### config.mk
export PLATFORM = sky130hd
export DESIGN_NAME = led_animation_brightness_top
export DESIGN_NICKNAME = d
export VERILOG_FILES = /design/src/hdl/lab_pkg.sv /design/src/hdl/lab_residue.sv /design/src/hdl/led_animation_brightness_top.sv
export SDC_FILE = /design/constraint.sdc
export NUM_CORES = 2
export LEC_CHECK = 0
export ABC_AREA = 1
export ABC_CLOCK_PERIOD_IN_PS = 10360
export BUFFER_PORTS_ARGS = -buffer_cell sky130_fd_sc_hd__clkbuf_2
export CORE_MARGIN = 2
export CORE_UTILIZATION = 34
export DETAILED_ROUTE_END_ITERATION = 7
export GPL_ROUTABILITY_DRIVEN = 1
export PLACE_DENSITY = 0.53
export SLEW_MARGIN = 20
export SYNTH_ARGS = -nofsm -noshare
export SYNTH_HDL_FRONTEND = slang
export SYNTH_SLANG_ARGS = --single-unit
### constraint.sdc
create_clock -name clk -period 10.36 [get_ports clk]
set_clock_uncertainty 0.15 [all_clocks]
set_input_delay 0.518 -clock clk [delete_from_list [all_inputs] [get_ports clk]]
set_output_delay 0.518 -clock clk [all_outputs]
set_load 0.03 [all_outputs]
### src/hdl/lab_pkg.sv
`timescale 1ns / 1ps

package lab_pkg;

	localparam logic [2:0] MODE_PULSE   = 3'd0;
	localparam logic [2:0] MODE_BREATHE = 3'd1;
	localparam logic [2:0] MODE_BLINK   = 3'd2;
	localparam logic [2:0] MODE_SNOW    = 3'd3;
	localparam logic [2:0] MODE_PSNOW   = 3'd4;
	localparam logic [2:0] MODE_SLIDE   = 3'd5;

	localparam logic [31:0] TRI_PERIOD  = 32'd3000;
	localparam logic [31:0] SNOW_CYCLE  = 32'd2000;
	localparam logic [31:0] SLIDE_CYCLE = 32'd5000;
	localparam logic [10:0] TRI_HALF    = 11'd1500;
	localparam int unsigned BLINK_BIT   = 10;
	localparam logic [19:0] BLINK_SET   = 20'h4EAAA;
	localparam logic [4:0]  LED_COUNT   = 5'd20;

	// floor(2^32 / N): quotient estimate is exact or one low
	localparam logic [63:0] RCP_TRI   = (64'd1 << 32) / 64'd3000;
	localparam logic [63:0] RCP_SNOW  = (64'd1 << 32) / 64'd2000;
	localparam logic [63:0] RCP_SLIDE = (64'd1 << 32) / 64'd5000;
	localparam int unsigned QW_TRI   = 21;
	localparam int unsigned QW_SNOW  = 22;
	localparam int unsigned QW_SLIDE = 20;

	// x / 200 as (x * 5243) >> 20, exact for x < 5000
	localparam logic [12:0] RCP_SLOT = 13'd5243;
	// x / 15 as (x * 69906) >> 20, exact for x <= 1500
	localparam logic [16:0] RCP_PCT  = 17'd69906;
	// x / 100 as (x * 10737419) >> 30, exact for x < 2^23
	localparam logic [23:0] RCP_HUND = 24'd10737419;

	typedef struct packed {
		logic [2:0] mode;
		logic       blink_lit;
		logic [2:0] layer;
		logic [4:0] pos;
	} side_t;

	function automatic logic [2:0] snow_layer(input logic [4:0] led);
		logic [2:0] r;
		unique case (led)
			5'd0:    r = 3'd3;
			5'd1:    r = 3'd2;
			5'd2:    r = 3'd1;
			5'd3:    r = 3'd0;
			5'd4:    r = 3'd0;
			5'd5:    r = 3'd0;
			5'd6:    r = 3'd1;
			5'd7:    r = 3'd2;
			5'd8:    r = 3'd4;
			5'd9:    r = 3'd3;
			5'd10:   r = 3'd2;
			5'd11:   r = 3'd1;
			5'd12:   r = 3'd0;
			5'd13:   r = 3'd4;
			5'd14:   r = 3'd4;
			5'd15:   r = 3'd3;
			5'd16:   r = 3'd4;
			5'd17:   r = 3'd2;
			5'd18:   r = 3'd1;
			5'd19:   r = 3'd3;
			default: r = 3'd4;
		endcase
		return r;
	endfunction

	function automatic logic [4:0] slide_pos(input logic [4:0] led);
		logic [4:0] r;
		unique case (led)
			5'd0:    r = 5'd12;
			5'd1:    r = 5'd8;
			5'd2:    r = 5'd4;
			5'd3:    r = 5'd0;
			5'd4:    r = 5'd2;
			5'd5:    r = 5'd1;
			5'd6:    r = 5'd5;
			5'd7:    r = 5'd9;
			5'd8:    r = 5'd19;
			5'd9:    r = 5'd15;
			5'd10:   r = 5'd11;
			5'd11:   r = 5'd7;
			5'd12:   r = 5'd3;
			5'd13:   r = 5'd17;
			5'd14:   r = 5'd16;
			5'd15:   r = 5'd14;
			5'd16:   r = 5'd18;
			5'd17:   r = 5'd10;
			5'd18:   r = 5'd6;
			5'd19:   r = 5'd13;
			default: r = 5'd31;
		endcase
		return r;
	endfunction

endpackage

### src/hdl/lab_residue.sv
`timescale 1ns / 1ps

module lab_residue (
	input  logic            clk,
	input  logic            arst_n,
	input  logic            src_vld,
	input  logic [31:0]     src_t,
	input  lab_pkg::side_t  src_side,
	output logic            res_vld,
	output lab_pkg::side_t  res_side,
	output logic [11:0]     tri_mod,
	output logic [10:0]     snow_mod,
	output logic [12:0]     slide_mod
);
	import lab_pkg::*;

	logic [63:0]          prod_tri, prod_snow, prod_slide;
	logic [QW_TRI-1:0]    q_tri_s2;
	logic [QW_SNOW-1:0]   q_snow_s2;
	logic [QW_SLIDE-1:0]  q_slide_s2;
	logic [31:0]          t_s2, t_s3;
	side_t                side_s2, side_s3, side_s4;
	logic                 vld_s2, vld_s3, vld_s4;
	logic [31:0]          qn_tri_s3, qn_snow_s3, qn_slide_s3;
	logic [31:0]          d_tri, d_snow, d_slide;
	logic [12:0]          dn_tri;
	logic [11:0]          dn_snow;
	logic [13:0]          dn_slide;
	logic [11:0]          m_tri_s4;
	logic [10:0]          m_snow_s4;
	logic [12:0]          m_slide_s4;

	assign prod_tri   = 64'(src_t) * RCP_TRI;
	assign prod_snow  = 64'(src_t) * RCP_SNOW;
	assign prod_slide = 64'(src_t) * RCP_SLIDE;

	always_ff @(posedge clk or negedge arst_n) begin
		if (!arst_n) begin
			vld_s2 <= 1'b0;
			vld_s3 <= 1'b0;
			vld_s4 <= 1'b0;
		end else begin
			vld_s2 <= src_vld;
			vld_s3 <= vld_s2;
			vld_s4 <= vld_s3;
		end
	end

	// quotient estimate
	always_ff @(posedge clk) begin
		q_tri_s2   <= prod_tri[32 +: QW_TRI];
		q_snow_s2  <= prod_snow[32 +: QW_SNOW];
		q_slide_s2 <= prod_slide[32 +: QW_SLIDE];
		t_s2       <= src_t;
		side_s2    <= src_side;
	end

	// quotient times modulus
	always_ff @(posedge clk) begin
		qn_tri_s3   <= 32'(64'(q_tri_s2) * 64'(TRI_PERIOD));
		qn_snow_s3  <= 32'(64'(q_snow_s2) * 64'(SNOW_CYCLE));
		qn_slide_s3 <= 32'(64'(q_slide_s2) * 64'(SLIDE_CYCLE));
		t_s3        <= t_s2;
		side_s3     <= side_s2;
	end

	// remainder below twice the modulus, one correction
	assign d_tri    = t_s3 - qn_tri_s3;
	assign d_snow   = t_s3 - qn_snow_s3;
	assign d_slide  = t_s3 - qn_slide_s3;
	assign dn_tri   = d_tri[12:0];
	assign dn_snow  = d_snow[11:0];
	assign dn_slide = d_slide[13:0];

	always_ff @(posedge clk) begin
		m_tri_s4   <= (dn_tri >= 13'(TRI_PERIOD)) ? 12'(dn_tri - 13'(TRI_PERIOD))
			: dn_tri[11:0];
		m_snow_s4  <= (dn_snow >= 12'(SNOW_CYCLE)) ? 11'(dn_snow - 12'(SNOW_CYCLE))
			: dn_snow[10:0];
		m_slide_s4 <= (dn_slide >= 14'(SLIDE_CYCLE)) ? 13'(dn_slide - 14'(SLIDE_CYCLE))
			: dn_slide[12:0];
		side_s4    <= side_s3;
	end

	assign res_vld   = vld_s4;
	assign res_side  = side_s4;
	assign tri_mod   = m_tri_s4;
	assign snow_mod  = m_snow_s4;
	assign slide_mod = m_slide_s4;

endmodule

### src/hdl/led_animation_brightness_top.sv
`timescale 1ns / 1ps

// LED animation brightness.
// Command channel: present time_ms, led_index and phase_ms with start high;
// the beat is taken at any rising edge where busy is low. busy never rises,
// so one beat can be taken every cycle.
// Result channel: brightness is shown for exactly one cycle with done high,
// once the command has passed the eight register stages, in command order.
// The receiver has no way to hold results off and must take every beat.
// The eight register stages are: operand/table lookup,
// three stages of constant-modulus reduction (reciprocal multiply, back
// multiply, subtract and correct), slot and triangle distance, percent
// scaling, level multiply, and the divide by one hundred.
// Config: cfg_data carries the mode, written when cfg_valid and cfg_ready
// are both high; cfg_ready is always high. Change mode only while idle.
// Reset: arst_n low clears the pipeline valid bits and sets mode to pulse;
// nothing is in flight afterwards and no memory needs clearing.
module led_animation_brightness_top #(
	parameter int unsigned MAX_LEVEL = 4095
) (
	input  logic        clk,
	input  logic        arst_n,
	input  logic        start,
	output logic        busy,
	input  logic [31:0] time_ms,
	input  logic [4:0]  led_index,
	input  logic [11:0] phase_ms,
	output logic        done,
	output logic [15:0] brightness,
	input  logic        cfg_valid,
	output logic        cfg_ready,
	input  logic [2:0]  cfg_data
);
	import lab_pkg::*;

	localparam logic [15:0] MAX16 = 16'(MAX_LEVEL);

	logic [2:0]  mode_q;
	logic        accept;
	logic        known;
	logic        inv;

	logic        vld_s1;
	logic [31:0] t_s1;
	side_t       side_s1;

	logic        vld_s4;
	side_t       side_s4;
	logic [11:0] m_tri_s4;
	logic [10:0] m_snow_s4;
	logic [12:0] m_slide_s4;

	logic [10:0] tri_dist;
	logic [23:0] snow_prod;
	logic [24:0] slide_prod;

	logic        vld_s5;
	side_t       side_s5;
	logic [10:0] rem_s5;
	logic [3:0]  snow_slot_s5;
	logic [4:0]  slide_slot_s5;

	logic [27:0] pct_prod;
	logic        lit;
	logic        vld_s6, lit_s6, tri_s6;
	logic [6:0]  pct_s6;

	logic        vld_s7, lit_s7, tri_s7;
	logic [22:0] lvl_s7;

	logic [46:0] hund_prod;
	logic        vld_s8, tri_s8;
	logic [15:0] bright_s8;

	assign busy      = 1'b0;
	assign cfg_ready = 1'b1;
	assign accept    = start && !busy;

	always_ff @(posedge clk or negedge arst_n) begin
		if (!arst_n) begin
			mode_q <= MODE_PULSE;
		end else if (cfg_valid && cfg_ready) begin
			mode_q <= cfg_data;
		end
	end

	assign known = led_index < LED_COUNT;
	assign inv   = known && BLINK_SET[led_index];

	always_ff @(posedge clk or negedge arst_n) begin
		if (!arst_n) begin
			vld_s1 <= 1'b0;
			vld_s5 <= 1'b0;
			vld_s6 <= 1'b0;
			vld_s7 <= 1'b0;
			vld_s8 <= 1'b0;
		end else begin
			vld_s1 <= accept;
			vld_s5 <= vld_s4;
			vld_s6 <= vld_s5;
			vld_s7 <= vld_s6;
			vld_s8 <= vld_s7;
		end
	end

	always_ff @(posedge clk) begin
		t_s1 <= (mode_q == MODE_BREATHE) ? (time_ms + 32'(phase_ms)) : time_ms;
		side_s1.mode      <= mode_q;
		side_s1.blink_lit <= time_ms[BLINK_BIT] ^ inv;
		side_s1.layer     <= snow_layer(led_index);
		side_s1.pos       <= slide_pos(led_index);
	end

	lab_residue u_residue (
		.clk       (clk),
		.arst_n    (arst_n),
		.src_vld   (vld_s1),
		.src_t     (t_s1),
		.src_side  (side_s1),
		.res_vld   (vld_s4),
		.res_side  (side_s4),
		.tri_mod   (m_tri_s4),
		.snow_mod  (m_snow_s4),
		.slide_mod (m_slide_s4)
	);

	// triangle distance and time slots
	assign tri_dist = (m_tri_s4 >= 12'(TRI_HALF)) ? 11'(m_tri_s4 - 12'(TRI_HALF))
		: 11'(12'(TRI_HALF) - m_tri_s4);
	assign snow_prod  = 24'(m_snow_s4) * 24'(RCP_SLOT);
	assign slide_prod = 25'(m_slide_s4) * 25'(RCP_SLOT);

	always_ff @(posedge clk) begin
		rem_s5        <= TRI_HALF - tri_dist;
		snow_slot_s5  <= snow_prod[23:20];
		slide_slot_s5 <= slide_prod[24:20];
		side_s5       <= side_s4;
	end

	assign pct_prod = 28'(rem_s5) * 28'(RCP_PCT);

	always_comb begin
		unique case (side_s5.mode)
			MODE_BLINK: lit = side_s5.blink_lit;
			MODE_SNOW:  lit = (4'(side_s5.layer) == snow_slot_s5);
			MODE_PSNOW: lit = (4'(side_s5.layer) <= snow_slot_s5);
			MODE_SLIDE: lit = (side_s5.pos <= slide_slot_s5);
			default:    lit = 1'b0;
		endcase
	end

	always_ff @(posedge clk) begin
		pct_s6 <= pct_prod[26:20];
		lit_s6 <= lit;
		tri_s6 <= (side_s5.mode == MODE_PULSE) || (side_s5.mode == MODE_BREATHE);
	end

	always_ff @(posedge clk) begin
		lvl_s7 <= 23'(MAX16) * 23'(pct_s6);
		lit_s7 <= lit_s6;
		tri_s7 <= tri_s6;
	end

	assign hund_prod = 47'(lvl_s7) * 47'(RCP_HUND);

	always_ff @(posedge clk) begin
		tri_s8 <= tri_s7;
		if (tri_s7) begin
			bright_s8 <= hund_prod[45:30];
		end else begin
			bright_s8 <= lit_s7 ? MAX16 : 16'd0;
		end
	end

	assign done       = vld_s8;
	assign brightness = bright_s8;

`ifndef NO_ASSERTIONS
	a_latency: assert property (@(posedge clk) disable iff (!arst_n)
		done |-> $past(start && !busy, 8))
		else $error("result beat without a command eight cycles earlier");

	a_range: assert property (@(posedge clk) disable iff (!arst_n)
		done |-> (brightness <= MAX16))
		else $error("brightness above maximum level");

	a_onoff: assert property (@(posedge clk) disable iff (!arst_n)
		(done && !tri_s8) |-> ((brightness == 16'd0) || (brightness == MAX16)))
		else $error("on/off pattern gave an intermediate level");

	a_fill: assert property (@(posedge clk) disable iff (!arst_n)
		vld_s5 |-> $past(vld_s1, 4))
		else $error("reduction pipeline valid out of step");
`endif

endmodule
==> results.cfg <==
[sta]
rsz0062_at_grt = false
fmax_mhz = 140
hold_viol_final = 0
finalSetupViolations = 0
slew-limit-headroom = 0.277
period_share = 0.689
period_minus_slack_ps = 7140
worst_pin_slew_ps = 1080
final_max_slew_viol_count = 0
tns_ps = 0

[hold_path]
hold-path-cell-count = 2
min_from = cfg_valid
hp-class = input pin to register
hold_path_end = mode_q[0]$_DFFE_PN0P_

[grt]
top_usage_layer = met2
grt_start_max_net_pins = 23
grt_overflow = 0
grt_util_met1 = 0.242
grt_pass1_wl_mm = 256
antenna_found_initial = 2
met2_usage = 0.336
grt_use_met3 = 0.0257
grtUsageTotal = 0.192
grt_pass1_vias = 45626

[clock_network]
cts_max_level = 2
cts_buffer_depth = 3
clock_sinks = 277
post_cts_resized = 0
path_clk_slew_ps = 60
cts_tree = built
cts_root_buf = clkbuf_16
cts_setup_buffers = 0
numCtsBuffers = 41
clk_latency_ps = 640

[routing]
avgViaCountPerCell = 4.67
drt_iter0_markers = 1858
drt_pass1_iterations = 6
vias = 41830
drt_wl_total_mm = 160
wl_per_cell_um = 17.9
route.detailed.drc = 0
antenna_left = 0

[flow_run]
cap_violations = 0

[setup_path]
reg2reg_to = u_residue.q_tri_s2[6]$_DFF_P_
reg2reg_slack_ps = 3220
worstPathRequired_ps = 10780
path_max_fanout = 14
rr_worst_depth = 19
r2r_start = t_s1[17]$_DFF_P_
crit_top_cell = fa_1
critPathCaptureType = register
path_cells = ha_1 -> inv_1 -> fa_1 -> inv_1 -> fa_1 -> fa_1 -> inv_1 -> fa_1 -> fa_1 -> inv_1 -> fa_1 -> ha_1 -> nand2_1 -> nor2_1 -> nand2_1 -> nor4_1 -> nand3_1 -> nand4_1 -> xor2_1
path_class = register to register
cpMaxStageDelayCell = dfxtp_1
arrival_ps = 7560
worstSetupStartpointType = register
critical_path.max_stage_delay_ps = 1030

[placed_design]
portBuffers = 69
dp_hpwl_mm = 141
gp_congestion = 0.946

[die]
die_area_sq_um = 172000
initial_core_util = 0.342
io_pins = 75
fp.dieW_um = 414
placementRows = 150
coreArea_sq_um = 167000
die_h_um = 414

[synth]
synth.most_common_cell = inv_1
avgSynthCellArea_sq_um = 8.76
synthFlopType = dfxtp_1
synth.distinct_cells = 56
yosysWarnings = 0
syn_inst = 6538
synth_area_sq_um = 57300
synth_top_cell_area_share = 0.340
synth_area_leaders = fa_1, ha_1, inv_1, dfxtp_1, nand2_1
synth_seq_area_share = 0.0978
synth-seq-cells = 277
synth_edf_count = 0
synthArstFlopShare = 0.0397
synth_top_cell_by_area = fa_1
synth_common_cells = inv_1, ha_1, fa_1, nand2_1, nor2_1

[final_layout]
fillers = 17068
final_nets = 8821
area_delta_synth_final_pct = 8.92
antenna_cells = 0
drive_gt1_frac = 0.0343

[run_status]
status = finished, final reports clean
-- worst max path at each step --
| stage | startpoint | endpoint | slack (ps) | depth (start not counted) |
|---|---|---|---|---|
| floorplan | t_s1[12]$_DFF_P_ | u_residue.q_tri_s2[3]$_DFF_P_ | 4490 | 21 |
| detailed placement | t_s1[17]$_DFF_P_ | u_residue.q_tri_s2[6]$_DFF_P_ | 3340 | 19 |
| global placement | t_s1[17]$_DFF_P_ | u_residue.q_tri_s2[6]$_DFF_P_ | 3270 | 19 |
| CTS | t_s1[17]$_DFF_P_ | u_residue.q_tri_s2[6]$_DFF_P_ | 3270 | 19 |
| global route | t_s1[17]$_DFF_P_ | u_residue.q_tri_s2[6]$_DFF_P_ | 2920 | 19 |
| finish | t_s1[17]$_DFF_P_ | u_residue.q_tri_s2[6]$_DFF_P_ | 3220 | 19 |
-- through the flow --
step / cell area, sq um / cells / utilization / setup slack (ps) / hold slack, ps
after global routing: 62400 / 8948 / 0.373 / 2920 / 41.1
final: 62400 / 8948 / 0.373 / 3220 / 51.3
after global placement: 60600 / 8835 / 0.362 / 3270 / 160
after CTS: 62400 / 8948 / 0.373 / 3270 / 7.48
after detailed placement: 60600 / 8835 / 0.362 / 3340 / 162
after floorplan: 57300 / 6541 / - / 4490 / 72.4
-- cell usage in the layout (no fill, tap or decap), types with 5 or more instances in the layout --
| cell type | instances |
|---|---|
| inv_1 | 1870 |
| ha_1 | 1081 |
| fa_1 | 973 |
| nand2_1 | 840 |
| nor2_1 | 299 |
| a21oi_1 | 279 |
| dfxtp_1 | 266 |
| nand3_1 | 202 |
| o21ai_0 | 170 |
| xor2_1 | 110 |
| xnor2_1 | 82 |
| clkbuf_2 | 69 |
| nand4_1 | 51 |
| nor3_1 | 49 |
| clkbuf_16 | 42 |
| a21o_1 | 41 |
| dlygate4sd3_1 | 37 |
| buf_4 | 35 |
| o21bai_1 | 29 |
| a31oi_1 | 26 |
| nand3b_1 | 18 |
| nor4_1 | 17 |
| nand2_2 | 13 |
| or2_2 | 11 |
| dfrtp_1 | 11 |
| o211ai_1 | 9 |
| nand2_4 | 8 |
| o31ai_1 | 7 |
| clkinv_4 | 7 |
| and3_1 | 6 |
| o21ai_1 | 6 |
| inv_6 | 6 |
| o21a_1 | 5 |
| conb_1 | 5 |
-- routing by layer --
metal | share of wire | vias to the layer above
li1 | - | 20379
met1 | 0.43 | 20469
met2 | 0.49 | 748
met3 | 0.040 | 234
met4 | 0.039 | 0
met5 | 0 | -
-- registers in the layout (all words and copies together) (netlist names), 11 cells and up --
name and flops:
side_s1 11, lvl_s7 19, rem_s5 11, u_residue.t_s3 14, t_s1 32, side_s5 11
u_residue.qn_slide_s3 11, brightness 13, u_residue.q_slide_s2 11, u_residue.side_s2 11, u_residue.t_s2 14, u_residue.res_side 11
u_residue.snow_mod 11, u_residue.side_s3 11
-- final cells by class --
class | instances | area [sq um] | area share
clock buffers | 49 | 1120 | 0.0179
multi-input cells | 4378 | 44600 | 0.714
inverters | 1872 | 7030 | 0.113
flip-flops and latches | 277 | 5600 | 0.0898
repair buffers | 141 | 978 | 0.0157
clock inverters | 27 | 335 | 0.00538
well taps | 2204 | 2760 | 0.0442
-- worst max-delay path, delay by kind of cell, from the launching register on --
family,cells,cell delay [ps]
xor+xnor,1,140
fa+ha+maj,8,4070
buf+inv,4,400
flops,1,1030
simple gates,6,1270
-- cell families (layout without fill, tap and decap cells) --
| logic type | count (synthesis) | in the layout | synth area share |
|---|---|---|---|
| buf+inv | 1886 | 2089 | 0.124 |
| mux | 1 | 1 | 0.000197 |
| other cells | 2 | 5 | 0.000131 |
| flops | 277 | 277 | 0.0978 |
| xor+xnor | 195 | 195 | 0.0302 |
| compound gates | 592 | 592 | 0.0574 |
| simple gates | 1531 | 1531 | 0.114 |
| fa+ha+maj | 2054 | 2054 | 0.576 |
-- repair_timing --
item | in CTS | in global routing
endpoints found under the hold margin | 43 | 0
setup endpoints to repair | 0 | 0
hold buffers | 37 | 0
Power is left out: the tool's default activity adds up to more than one toggle a clock period on the data nets, which glitch-free logic cannot reach.
